### config.mk
export PLATFORM = sky130hd
export DESIGN_NAME = sgm_path_cost_aggregation
export DESIGN_NICKNAME = d
export VERILOG_FILES = /design/src/rtl/sgmpca_pkg.sv /design/src/rtl/sgm_path_cost_aggregation.sv
export SDC_FILE = /design/constraint.sdc
export NUM_CORES = 2
export LEC_CHECK = 0
export BUFFER_PORTS_ARGS = -buffer_cell sky130_fd_sc_hd__buf_4
export CORE_UTILIZATION = 40
export DETAILED_ROUTE_END_ITERATION = 10
export GPL_TIMING_DRIVEN = 1
export PLACE_DENSITY_LB_ADDON = 0.08
export SYNTH_ARGS = -nofsm -noshare
export SYNTH_HDL_FRONTEND = slang
export SYNTH_SLANG_ARGS = --single-unit
### constraint.sdc
create_clock -name clk -period 23.1 [get_ports clk]
set_clock_uncertainty 0.05 [all_clocks]
set_input_delay 4.62 -clock clk [delete_from_list [all_inputs] [get_ports clk]]
set_output_delay 4.62 -clock clk [all_outputs]
set_load 0.02 [all_outputs]
### src/rtl/sgmpca_pkg.sv
// Package of the path cost aggregation block: constants, register indexes and FSM type.
package sgmpca_pkg;

  localparam int MAX_DISPARITIES_DEFAULT = 64;

  localparam int CFG_INDEX_W = 2;
  localparam int CFG_DATA_W  = 16;

  localparam logic [CFG_INDEX_W-1:0] REG_PENALTY_SMALL      = 2'd0;
  localparam logic [CFG_INDEX_W-1:0] REG_PENALTY_LARGE      = 2'd1;
  localparam logic [CFG_INDEX_W-1:0] REG_DISPARITIES_IN_USE = 2'd2;

  localparam logic [15:0] PENALTY_SMALL_RESET      = 16'd10;
  localparam logic [15:0] PENALTY_LARGE_RESET      = 16'd200;
  localparam logic [6:0]  DISPARITIES_IN_USE_RESET = 7'd64;

  localparam int DIV_STEPS = 16;

  typedef enum logic [2:0] {
    ST_IDLE,
    ST_READ,
    ST_WAIT,
    ST_CALC,
    ST_OUT
  } sgmpca_state_t;

endpackage

### src/rtl/sgm_path_cost_aggregation.sv
// Semi-global matching path cost aggregation along one path, one disparity per transfer.
// Each accepted item runs one at a time through read, compute and write-back of a two-bank
// path cost memory (one bank holds the previous pixel, the other takes the current one).
// An item that follows the previous disparity of the same pixel reads only one new entry of the
// previous pixel; any other disparity above 0 fetches three entries over the single read port.
// Disparity 0 of each pixel also runs the 16-step radix-2 divider for the large penalty, and
// its item stays in the compute state until the divider is done. A finished result waits in
// the output register while the next item is already accepted. The memory needs no clearing
// after reset.
module sgm_path_cost_aggregation #(
  parameter int MAX_DISPARITIES = sgmpca_pkg::MAX_DISPARITIES_DEFAULT
) (
  input  logic                               clk,
  input  logic                               rst,
  // Configuration write port.
  input  logic                               cfg_wr_en,
  input  logic [sgmpca_pkg::CFG_INDEX_W-1:0] cfg_index,
  input  logic [sgmpca_pkg::CFG_DATA_W-1:0]  cfg_data,
  // Input stream.
  input  logic                               s_tvalid,
  output logic                               s_tready,
  input  logic [15:0]                        s_tdata,   // match_cost[7:0], pixel_intensity[15:8]
  input  logic                               s_tuser,   // path_start
  // Output stream.
  output logic                               m_tvalid,
  input  logic                               m_tready,
  output logic [15:0]                        m_tdata,   // path_cost[15:0]
  output logic                               m_tlast    // pixel_done
);

  localparam int DW    = $clog2(MAX_DISPARITIES);
  localparam int AW    = $clog2(2 * MAX_DISPARITIES);
  localparam int DEPTH = 2 * MAX_DISPARITIES;
  localparam int NW    = (DW + 1 > 7) ? DW + 1 : 7;
  localparam int TW    = DW + 2;

  // Configuration registers.
  logic [15:0] penalty_small;
  logic [15:0] penalty_large;
  logic [6:0]  disparities_in_use;

  sgmpca_pkg::sgmpca_state_t state, state_next;

  // Item being worked on.
  logic [7:0]    cost_q;
  logic          start_q;
  logic [DW-1:0] d_q;
  logic          last_q;
  logic [7:0]    inten_hold;

  // Path state.
  logic [7:0]    prev_intensity;
  logic [15:0]   prev_min;
  logic [15:0]   run_min;
  logic [15:0]   p2_eff;
  logic          bank_sel;
  logic [DW-1:0] disp_cnt;

  // Window of previous-pixel costs around the current disparity.
  logic [15:0]   win [3];
  logic          win_valid;
  logic [DW-1:0] win_d;

  logic [1:0]    rd_k;
  logic [1:0]    rd_k_q;
  logic          rd_pend;
  logic [15:0]   mem_q;
  logic [15:0]   bank_mem [DEPTH];

  logic [16:0]   best_q;

  // Divider for the large penalty.
  logic          div_busy;
  logic [3:0]    div_cnt;
  logic [8:0]    div_rem;
  logic [15:0]   div_quo;
  logic [8:0]    div_den;

  logic          s_accept;
  logic          load_out;
  logic [NW-1:0] n_ext;
  logic [DW-1:0] n_m1;
  logic [DW-1:0] d_in;
  logic          fast;
  logic [7:0]    inten_in;
  logic [7:0]    diff_in;
  logic [TW-1:0] tgt;
  logic [TW-1:0] idx_raw;
  logic [DW-1:0] rd_idx;
  logic [AW-1:0] rd_addr;
  logic [AW-1:0] wr_addr;
  logic [16:0]   c_mid, c_big, c_lo, c_hi, best_a, best_b, best;
  logic [16:0]   minp_ext;
  logic [16:0]   gap;
  logic [17:0]   sum_up;
  logic [15:0]   res;
  logic [15:0]   rmin_new;
  logic [9:0]    div_shift;
  logic          div_ge;
  logic [8:0]    div_rem_next;
  logic [15:0]   div_quo_next;
  logic [16:0]   p1_scaled;
  logic [15:0]   p1_sat;
  logic [15:0]   p2_eff_next;

  // Disparity count in use, clamped to 2..MAX_DISPARITIES.
  always_comb begin
    n_ext = NW'(disparities_in_use);
    if (n_ext < NW'(2)) begin
      n_ext = NW'(2);
    end else if (n_ext > NW'(MAX_DISPARITIES)) begin
      n_ext = NW'(MAX_DISPARITIES);
    end
  end

  assign n_m1     = DW'(n_ext - NW'(1));
  assign d_in     = (disp_cnt > n_m1) ? n_m1 : disp_cnt;
  assign fast     = win_valid && ({1'b0, d_in} == ({1'b0, win_d} + (DW + 1)'(1)));
  assign inten_in = s_tdata[15:8];
  assign diff_in  = (inten_in > prev_intensity) ? inten_in - prev_intensity
                                                : prev_intensity - inten_in;

  assign s_accept = s_tvalid && s_tready;
  assign load_out = (state == sgmpca_pkg::ST_OUT) && (!m_tvalid || m_tready);

  // Read address: entry d-1+k of the previous bank; out-of-range taps read entry 0.
  always_comb begin
    tgt     = TW'(d_q) + TW'(rd_k);
    idx_raw = (tgt == '0) ? '0 : tgt - TW'(1);
    rd_idx  = (idx_raw > TW'(MAX_DISPARITIES - 1)) ? '0 : DW'(idx_raw);
    rd_addr = bank_sel ? AW'(rd_idx) : AW'(rd_idx) + AW'(MAX_DISPARITIES);
    wr_addr = bank_sel ? AW'(d_q) + AW'(MAX_DISPARITIES) : AW'(d_q);
  end

  // Minimum of the four transition candidates.
  always_comb begin
    c_mid  = {1'b0, win[1]};
    c_big  = {1'b0, prev_min} + {1'b0, p2_eff};
    c_lo   = (d_q != '0) ? {1'b0, win[0]} + {1'b0, penalty_small} : '1;
    c_hi   = !last_q ? {1'b0, win[2]} + {1'b0, penalty_small} : '1;
    best_a = (c_mid < c_big) ? c_mid : c_big;
    best_b = (c_lo < c_hi) ? c_lo : c_hi;
    best   = (best_a < best_b) ? best_a : best_b;
  end

  // Path cost from the registered minimum, saturated at 16 bits; a path start passes the cost through.
  always_comb begin
    minp_ext = {1'b0, prev_min};
    gap      = '0;
    sum_up   = '0;
    if (start_q) begin
      res = {8'd0, cost_q};
    end else if (best_q >= minp_ext) begin
      sum_up = 18'(cost_q) + 18'(best_q - minp_ext);
      res    = (sum_up > 18'hFFFF) ? 16'hFFFF : sum_up[15:0];
    end else begin
      gap = minp_ext - best_q;
      res = (17'(cost_q) > gap) ? 16'(17'(cost_q) - gap) : 16'd0;
    end
    rmin_new = (res < run_min) ? res : run_min;
  end

  // One quotient bit per step; the last step also forms the effective large penalty.
  always_comb begin
    div_shift    = {div_rem, div_quo[15]};
    div_ge       = div_shift >= {1'b0, div_den};
    div_rem_next = div_ge ? 9'(div_shift - {1'b0, div_den}) : div_shift[8:0];
    div_quo_next = {div_quo[14:0], div_ge};
    p1_scaled    = {1'b0, penalty_small} + {2'b0, penalty_small[15:1]};
    p1_sat       = p1_scaled[16] ? 16'hFFFF : p1_scaled[15:0];
    p2_eff_next  = (p1_sat > div_quo_next) ? p1_sat : div_quo_next;
  end

  always_comb begin
    state_next = state;
    s_tready   = 1'b0;
    case (state)
      sgmpca_pkg::ST_IDLE: begin
        s_tready = 1'b1;
        if (s_tvalid) begin
          state_next = sgmpca_pkg::ST_READ;
        end
      end
      sgmpca_pkg::ST_READ: begin
        if (rd_k == 2'd2) begin
          state_next = sgmpca_pkg::ST_WAIT;
        end
      end
      sgmpca_pkg::ST_WAIT: begin
        state_next = sgmpca_pkg::ST_CALC;
      end
      sgmpca_pkg::ST_CALC: begin
        if (!div_busy) begin
          state_next = sgmpca_pkg::ST_OUT;
        end
      end
      sgmpca_pkg::ST_OUT: begin
        if (!m_tvalid || m_tready) begin
          state_next = sgmpca_pkg::ST_IDLE;
        end
      end
      default: begin
        state_next = sgmpca_pkg::ST_IDLE;
      end
    endcase
  end

  always_ff @(posedge clk) begin
    if (rst) begin
      state <= sgmpca_pkg::ST_IDLE;
    end else begin
      state <= state_next;
    end
  end

  always_ff @(posedge clk) begin
    if (rst) begin
      penalty_small      <= sgmpca_pkg::PENALTY_SMALL_RESET;
      penalty_large      <= sgmpca_pkg::PENALTY_LARGE_RESET;
      disparities_in_use <= sgmpca_pkg::DISPARITIES_IN_USE_RESET;
    end else if (cfg_wr_en) begin
      case (cfg_index)
        sgmpca_pkg::REG_PENALTY_SMALL:      penalty_small      <= cfg_data;
        sgmpca_pkg::REG_PENALTY_LARGE:      penalty_large      <= cfg_data;
        sgmpca_pkg::REG_DISPARITIES_IN_USE: disparities_in_use <= cfg_data[6:0];
        default: ;
      endcase
    end
  end

  // Path memory: one write port, one registered read port.
  always_ff @(posedge clk) begin
    if (load_out) begin
      bank_mem[wr_addr] <= res;
    end
    mem_q <= bank_mem[rd_addr];
  end

  // Item registers and window.
  always_ff @(posedge clk) begin
    if (s_accept) begin
      cost_q  <= s_tdata[7:0];
      start_q <= s_tuser;
      d_q     <= d_in;
      last_q  <= (d_in == n_m1);
      win_d   <= d_in;
      if (fast) begin
        win[0] <= win[1];
        win[1] <= win[2];
      end
    end
    if (rd_pend) begin
      win[rd_k_q] <= mem_q;
    end
    if (state == sgmpca_pkg::ST_CALC) begin
      best_q <= best;
    end
    rd_k_q <= rd_k;
  end

  always_ff @(posedge clk) begin
    if (rst) begin
      rd_k      <= '0;
      rd_pend   <= 1'b0;
      win_valid <= 1'b0;
    end else begin
      rd_pend <= (state == sgmpca_pkg::ST_READ);
      if (s_accept) begin
        rd_k      <= fast ? 2'd2 : 2'd0;
        win_valid <= 1'b1;
      end else if (state == sgmpca_pkg::ST_READ && rd_k != 2'd2) begin
        rd_k <= rd_k + 2'd1;
      end
      // The window belongs to the previous pixel and is stale once the banks swap.
      if (load_out && last_q) begin
        win_valid <= 1'b0;
      end
    end
  end

  // Divider datapath.
  always_ff @(posedge clk) begin
    if (s_accept && d_in == '0) begin
      div_rem <= '0;
      div_quo <= penalty_large;
      div_den <= {1'b0, diff_in} + 9'd1;
    end else if (div_busy) begin
      div_rem <= div_rem_next;
      div_quo <= div_quo_next;
    end
  end

  always_ff @(posedge clk) begin
    if (rst) begin
      div_busy <= 1'b0;
      div_cnt  <= '0;
      p2_eff   <= '0;
    end else if (s_accept && d_in == '0) begin
      div_busy <= 1'b1;
      div_cnt  <= '0;
    end else if (div_busy) begin
      div_cnt <= div_cnt + 4'd1;
      if (div_cnt == 4'(sgmpca_pkg::DIV_STEPS - 1)) begin
        div_busy <= 1'b0;
        p2_eff   <= p2_eff_next;
      end
    end
  end

  // Path state update when a result is written.
  always_ff @(posedge clk) begin
    if (rst) begin
      prev_intensity <= '0;
      prev_min       <= '0;
      run_min        <= '1;
      bank_sel       <= 1'b0;
      disp_cnt       <= '0;
    end else begin
      if (s_accept) begin
        disp_cnt <= d_in;
      end
      if (load_out) begin
        if (last_q) begin
          prev_min       <= rmin_new;
          run_min        <= '1;
          prev_intensity <= inten_hold;
          bank_sel       <= !bank_sel;
          disp_cnt       <= '0;
        end else begin
          run_min  <= rmin_new;
          disp_cnt <= d_q + DW'(1);
        end
      end
    end
  end

  // Intensity of the item in flight, taken into the path state on its last disparity.
  always_ff @(posedge clk) begin
    if (s_accept) begin
      inten_hold <= inten_in;
    end
  end

  // Output register.
  always_ff @(posedge clk) begin
    if (rst) begin
      m_tvalid <= 1'b0;
    end else if (load_out) begin
      m_tvalid <= 1'b1;
    end else if (m_tready) begin
      m_tvalid <= 1'b0;
    end
  end

  always_ff @(posedge clk) begin
    if (load_out) begin
      m_tdata <= res;
      m_tlast <= last_q;
    end
  end

endmodule

# Yosys cells after proc, flatten, opt, wreduce, memory -nomap -nowiden
# Memories as Yosys holds them, arrays and structs flattened. A register that Yosys moved wholly into a read port is not among the register bits.
# Cells that the tools add are included.
# word_totals
out_inout_bits	19
inputBits	40
mem_bits_rw	2096
regBits	209
n_memories	2
elab_cells	155
# memory_table
name	words	word_bits	read_ports	rd_clocked_by_memory_dff	write_ports	line	source
bank_mem	128	16	1	1	1	sgm_path_cost_aggregation.sv:68	logic [15:0] bank_mem [DEPTH];
win	3	16	3	0	3	sgm_path_cost_aggregation.sv:60	logic [15:0] win [3];
# classes
n_reduce_logical	26
eq_ne	15
bitwise_logic	1
order_cmp	14
n_mux	48
n_addsub	21
# ops
cell	count
$mux W16	10
$mux W17	5
$add A16 B16 Y17	3
$mux W6	7
$lt A17 B17 Y1	2
$add A8 B18 Y18	1
$gt A18 B16 Y1 const B	1
$sub A17 B16 Y18	1
$add A16 B15 Y17	1
$ge A17 B16 Y1	1
$gt A8 B17 Y1	1
$lt A16 B17 Y1	1
$sub A16 B17 Y17	1
$gt A16 B16 Y1	1
$lt A16 B16 Y1	1
$mux W8	2
$sub A8 B16 Y16	1
$sub A8 B8 Y8	2
$pmux W3 S5	1
$add A6 B7 Y7 const B	2
$mux W7	2
$mux W1	13
$mux W3	4
$ge A10 B9 Y1	1
40 further kinds	60

# Depth between registers and ports, before layout
# depth
word_depth	11
mapped_depth	33
ltp_nobuf	30

# Worst setup path before layout
# No wires, ideal clock.
# synth_path
kind	flip-flop to flip-flop
start	register prev_min[1]
end	register run_min[11]
stages_incl_launch_ff	25
required_time_ns	22.930
period_less_slack_ns	9.593
arrival_ns	9.423
setup_ns	0.120
path_slack_ns	13.507
path_cell_list	dfxtp_1 inv_1 fa_1 inv_1 fa_1 nor2b_1 o31a_1 o211ai_1 a211o_1 a211oi_1 or3b_2 clkbuf_1 nor2_1 a22oi_1 ha_1 a21o_1 a21oi_1 a211o_1 a21oi_1 a2111oi_0 o31a_1 o41a_4 nand2_1 buf_4 a211o_1
# synth_via
elab_chain_len	9
elab_cells_between_ends	14
classes_between	add/sub: 4; order compare: 4; mux: 6
# synth_lines
item	line	source
start: declaration	sgm_path_cost_aggregation.sv:53	logic [15:0] prev_min;
start signal: assignment	sgm_path_cost_aggregation.sv:324	prev_min <= rmin_new;
$sub A17 B16 Y18	sgm_path_cost_aggregation.sv:154	sum_up = 18'(cost_q) + 18'(best_q - minp_ext);
$add A8 B18 Y18	sgm_path_cost_aggregation.sv:154	
$gt A18 B16 Y1	sgm_path_cost_aggregation.sv:155	res = (sum_up > 18'hFFFF) ? 16'hFFFF : sum_up[15:0];
$mux W16	sgm_path_cost_aggregation.sv:155	
$mux W16 (*)	sgm_path_cost_aggregation.sv:153	end else if (best_q >= minp_ext) begin
$mux W16 (*)	sgm_path_cost_aggregation.sv:151	if (start_q) begin
net res[6]	sgm_path_cost_aggregation.sv:96	logic [15:0] res;
$lt A16 B16 Y1 (*)	sgm_path_cost_aggregation.sv:160	rmin_new = (res < run_min) ? res : run_min;
$mux W16 (*)	sgm_path_cost_aggregation.sv:160	
$mux W16 (*)	sgm_path_cost_aggregation.sv:323	if (last_q) begin
end signal: assignment	sgm_path_cost_aggregation.sv:330	run_min <= rmin_new;
end: declaration	sgm_path_cost_aggregation.sv:54	logic [15:0] run_min;
# Mark *: on every way through the listed nets, which the timed path passes. The rest lies on a longest branch.
# A chain may end at the register's enable or synchronous reset.

# Final worst setup path
# layout_path
start	register best_q[1]
end	register run_min[0]
# layout_via
elab_chain_len	9
elab_cells_between_ends	14
classes_between	add/sub: 4; order compare: 4; mux: 6
# layout_lines
item	line	source
start: declaration	sgm_path_cost_aggregation.sv:70	logic [16:0] best_q;
start signal: assignment	sgm_path_cost_aggregation.sv:256	best_q <= best;
$sub A17 B16 Y18	sgm_path_cost_aggregation.sv:154	
$add A8 B18 Y18	sgm_path_cost_aggregation.sv:154	
$gt A18 B16 Y1	sgm_path_cost_aggregation.sv:155	
$mux W16	sgm_path_cost_aggregation.sv:155	
$mux W16 (*)	sgm_path_cost_aggregation.sv:153	
$mux W16 (*)	sgm_path_cost_aggregation.sv:151	
net res[7]	sgm_path_cost_aggregation.sv:96	
$lt A16 B16 Y1 (*)	sgm_path_cost_aggregation.sv:160	
$mux W16 (*)	sgm_path_cost_aggregation.sv:160	
$mux W16 (*)	sgm_path_cost_aggregation.sv:323	
# Marked as above.

==> summary.md <==
| Metric | Value |
|---|---|
| Largest net degree at the start of global routing | `148` |
| Measured slew at the worst slew-check pin | `approximately 1.3 ns` |
| Antenna-violating nets left | `0` |
| VDD IR max | `0.0000597 V` |
| Vias in the first global route | `60400` |
| Max Clk Rate | `between 100 and 150 MHz` |
| Flop pwr share | `0.437` |
| DRC Markers | `0` |
| Most frequent cell after synthesis | `edfxtp_1` |
| Longest Clk Path Bufs | `4` |
| Port bufs | `58` |
| DP Worst Slack | `14.49 ns` |
| CP Capture Point | `run_min[0]` |
| Gr usage total | `0.247` |
| DR vias/cell | `5.83` |
| DP Cell Count | `10200` |
| Net load switching power | `3.26 mW` |
| Hold WC Path Type | `reg2reg` |
| RSZ-0062 raised after global routing | `false` |
| Per-cell routed wire length | `28.8 um` |
| Crit share post-route | `0.345` |
| Iteration-0 DRC Markers | `5995` |
| Proportion of layout cells with a drive suffix above 1 | `0.104` |
| Cell count of the worst reg-to-reg path | `28` |
| Sw frac | `0.299` |
| Commonest cells post-synth | `2179 x edfxtp_1, 1078 x nand2_1, 482 x o22ai_1, 303 x nor2_1, 242 x nand3_1` |
| Layout Nets | `between 7000 and 8000` |
| CP max stage delay | `0.66 ns` |
| Critical path fanouts, max | `66` |
| Routed wl met3 | `between 15 and 20 mm` |
| Worst EP arrival | `8.67 ns` |
| Critical Path RT | `23.80 ns` |
| Pwr dens | `just under 100 nW/um^2` |
| Synth area leaders | `edfxtp_1 67%, nand2_1 4.2%, o22ai_1 3.1%, ha_1 3.0%, dfxtp_1 2.9%` |
| Wl on met1 | `approximately 130 mm` |
| Crit path time final | `7.97 ns` |
| Yosys reg bits | `around 2300` |
| Clk root buf | `clkbuf_16` |
| Clock power share | `0.374` |
| Final hold vios | `0` |
| Worst setup EP type | `flop` |
| # hold bufs at CTS | `0` |
| Comb pwr share | `0.189` |
| Headroom to the max-slew limit | `0.107` |
| WL final | `306 mm` |
| CP Class | `reg2reg` |
| Die X | `495 um` |
| TritonCTS Sinks | `2321` |
| Synth Area per Inst | `13.7 sq um` |
| Synth top area share | `0.674` |
| Status | `completed` |
| Vias | `62000` |
| Finished Layout Cells | `between 10000 and 15000` |
| Synthesis Warnings | `0` |
| Core area | `241000 sq um` |
| CP max-delay cell | `a2111oi_0` |
| Reg-to-reg critical path endpoint | `run_min[0]` |
| Crit start category | `flop` |
| HPWL after DPL | `~180 mm` |
| Final WS setup | `15.13 ns` |
| Area delta synth->final | `13.7%` |
| Clock Latency Late Sink | `0.95 ns` |
| Setup TNS | `0 ns` |
| Initial core utilization | `0.403` |
| Post-CTS setup buffers | `0` |
| Met2 routed WL | `148 mm` |
| Die area | `245000 sq um` |
| GRT overflow | `0` |
| Distinct cell type count after synthesis | `85` |
| Syn_nets | `7383` |
| H-tree level count | `5` |
| R2R Path Start | `best_q[1]` |
| Die height | `495 um` |
| Cell Rows | `180` |
| Yosys top cell by area | `edfxtp_1` |
| Iteration count of the initial detailed-routing pass | `6` |
| CTS resizes | `0` |
| First-pass GRT wire length | `439 mm` |
| Mapped Cells | `7092` |
| Reg2Reg Setup Slack | `about 15 ns` |
| Post-synth EDFFs | `2179` |
| CTS tree | `yes` |
| Final setup vio count | `0` |
| Primary FF master, synth | `edfxtp_1` |
| Clock transition at path regs | `about 0.060 ns` |
| Power Total | `10.9 mW` |
| Register area share after synthesis | `0.703` |
| Io pins | `59` |
| Uppermost layer routed | `met5` |
| Initial antenna violation count | `10` |
| P_leak | `approximately 37 nW` |
| Clock buffer count from CTS | `approximately 270` |
| CP startpoint | `best_q[1]` |
| Pint | `7.67 mW` |
| Max Slew Vio Count | `0` |
| Max_cap viols | `0` |
| Async set or reset register ratio after synthesis | `0` |
| Final RePlAce weighted congestion | `0.891` |
| Mapped Area | `just under 100000 sq um` |
-- layer usage --
metal  up-vias  global-route usage
met5         -                   0
met2      1806               0.408
met4         2              0.0748
met3       428              0.0313
met1     31800               0.338
li1      27900                   -
-- placed cells by master, fill, tap and decap left out, drive strengths merged, types with 87 or more instances in the layout --
master,netlist,routed
edfxtp,2179,2179
nand2,1079,1079
o22ai,482,482
clkbuf,191,348
nor2,304,304
buf,219,286
nand3,242,242
ha,233,233
a21oi,222,222
inv,196,202
mux2i,164,164
a32oi,151,151
dfxtp,142,142
o21ai,131,131
a31oi,101,101
clkinv,0,88
a211oi,87,87
-- power groups by stage --
stage	combinational [mW]	clock, mW	sequential [mW]
floorplan	1.19	0	4.85
global route	2.20	4.31	4.79
CTS	2.09	4.16	4.78
finish	2.07	4.09	4.78
global placement	2.08	0	4.87
detailed placement	2.08	0	4.87
-- through the flow --
| step | hold slack, ns | area, sq um | util |
|---|---|---|---|
| after floorplan | 0.329 | 97100 | - |
| after global placement | 0.363 | 102000 | 0.424 |
| after detailed placement | 0.368 | 102000 | 0.424 |
| after CTS | 0.376 | 110000 | 0.458 |
| after global routing | 0.395 | 110000 | 0.458 |
| final | 0.387 | 110000 | 0.458 |
-- flip-flops by register name, summed over array words and instances (netlist names), 2 cells and up --
register / flops
inten_hold: 8
cost_q: 8
div_cnt: 4
penalty_small: 16
run_min: 16
mem_q: 16
prev_intensity: 8
rd_k_q: 2
win: 48
div_rem: 9
m_tdata: 16
penalty_large: 16
disp_cnt: 6
best_q: 17
p2_eff: 16
prev_min: 16
div_quo: 16
state: 3
bank_mem: 2048
rd_k: 2
win_d: 6
div_den: 9
disparities_in_use: 7
-- final cells by class --
cell class / count / area, sq um
flip-flops and latches: 2321 / 68300
clock buffers: 348 / 7310
well taps: 3185 / 3990
repair buffers: 286 / 2330
fillers: 21600 / 131000
clock inverters: 119 / 998
diodes: 8 / 20.0
inverters: 196 / 738
multi-input cells: 4165 / 26700
-- how the worst min path moves through the flow --
| stage | startpoint | endpoint | slack (ns) | depth (start not counted) |
|---|---|---|---|---|
| final | rd_k[0] | rd_k_q[0] | 0.39 | 0 |
| after global routing | rd_k[0] | rd_k_q[0] | 0.40 | 0 |
| after CTS | rd_k[0] | rd_k_q[0] | 0.38 | 0 |
| after detailed placement | rd_k[0] | rd_k_q[0] | 0.37 | 0 |
| after global placement | rd_k[0] | rd_k_q[0] | 0.36 | 0 |
| after floorplan | rd_k[0] | rd_k_q[0] | 0.33 | 0 |
-- cells by family (layout without fill, tap and decap cells) --
logic type,count (synthesis),in the layout,synth area share
AO/OA/AOI/OAI,1624,1624,0.117
XOR/XNOR,118,118,0.0106
adder cells (fa/ha/maj),251,251,0.0337
buffers and inverters,606,949,0.0252
flip-flops,2321,2321,0.703
multiplexers,209,209,0.0221
other,1,9,0.0000386
AND/OR/NAND/NOR,1962,1962,0.0879
-- critical path: cells and delay by family, from the launching register on --
| family | cells | cell delay (ns) |
|---|---|---|
| flops | 1 | 0.48 |
| fa+ha+maj | 3 | 0.98 |
| buf+inv | 2 | 0.74 |
| simple gates | 7 | 1.25 |
| compound gates | 15 | 4.17 |
| xor+xnor | 1 | 0.17 |
Note: power is estimated with default switching activity, not from simulation.
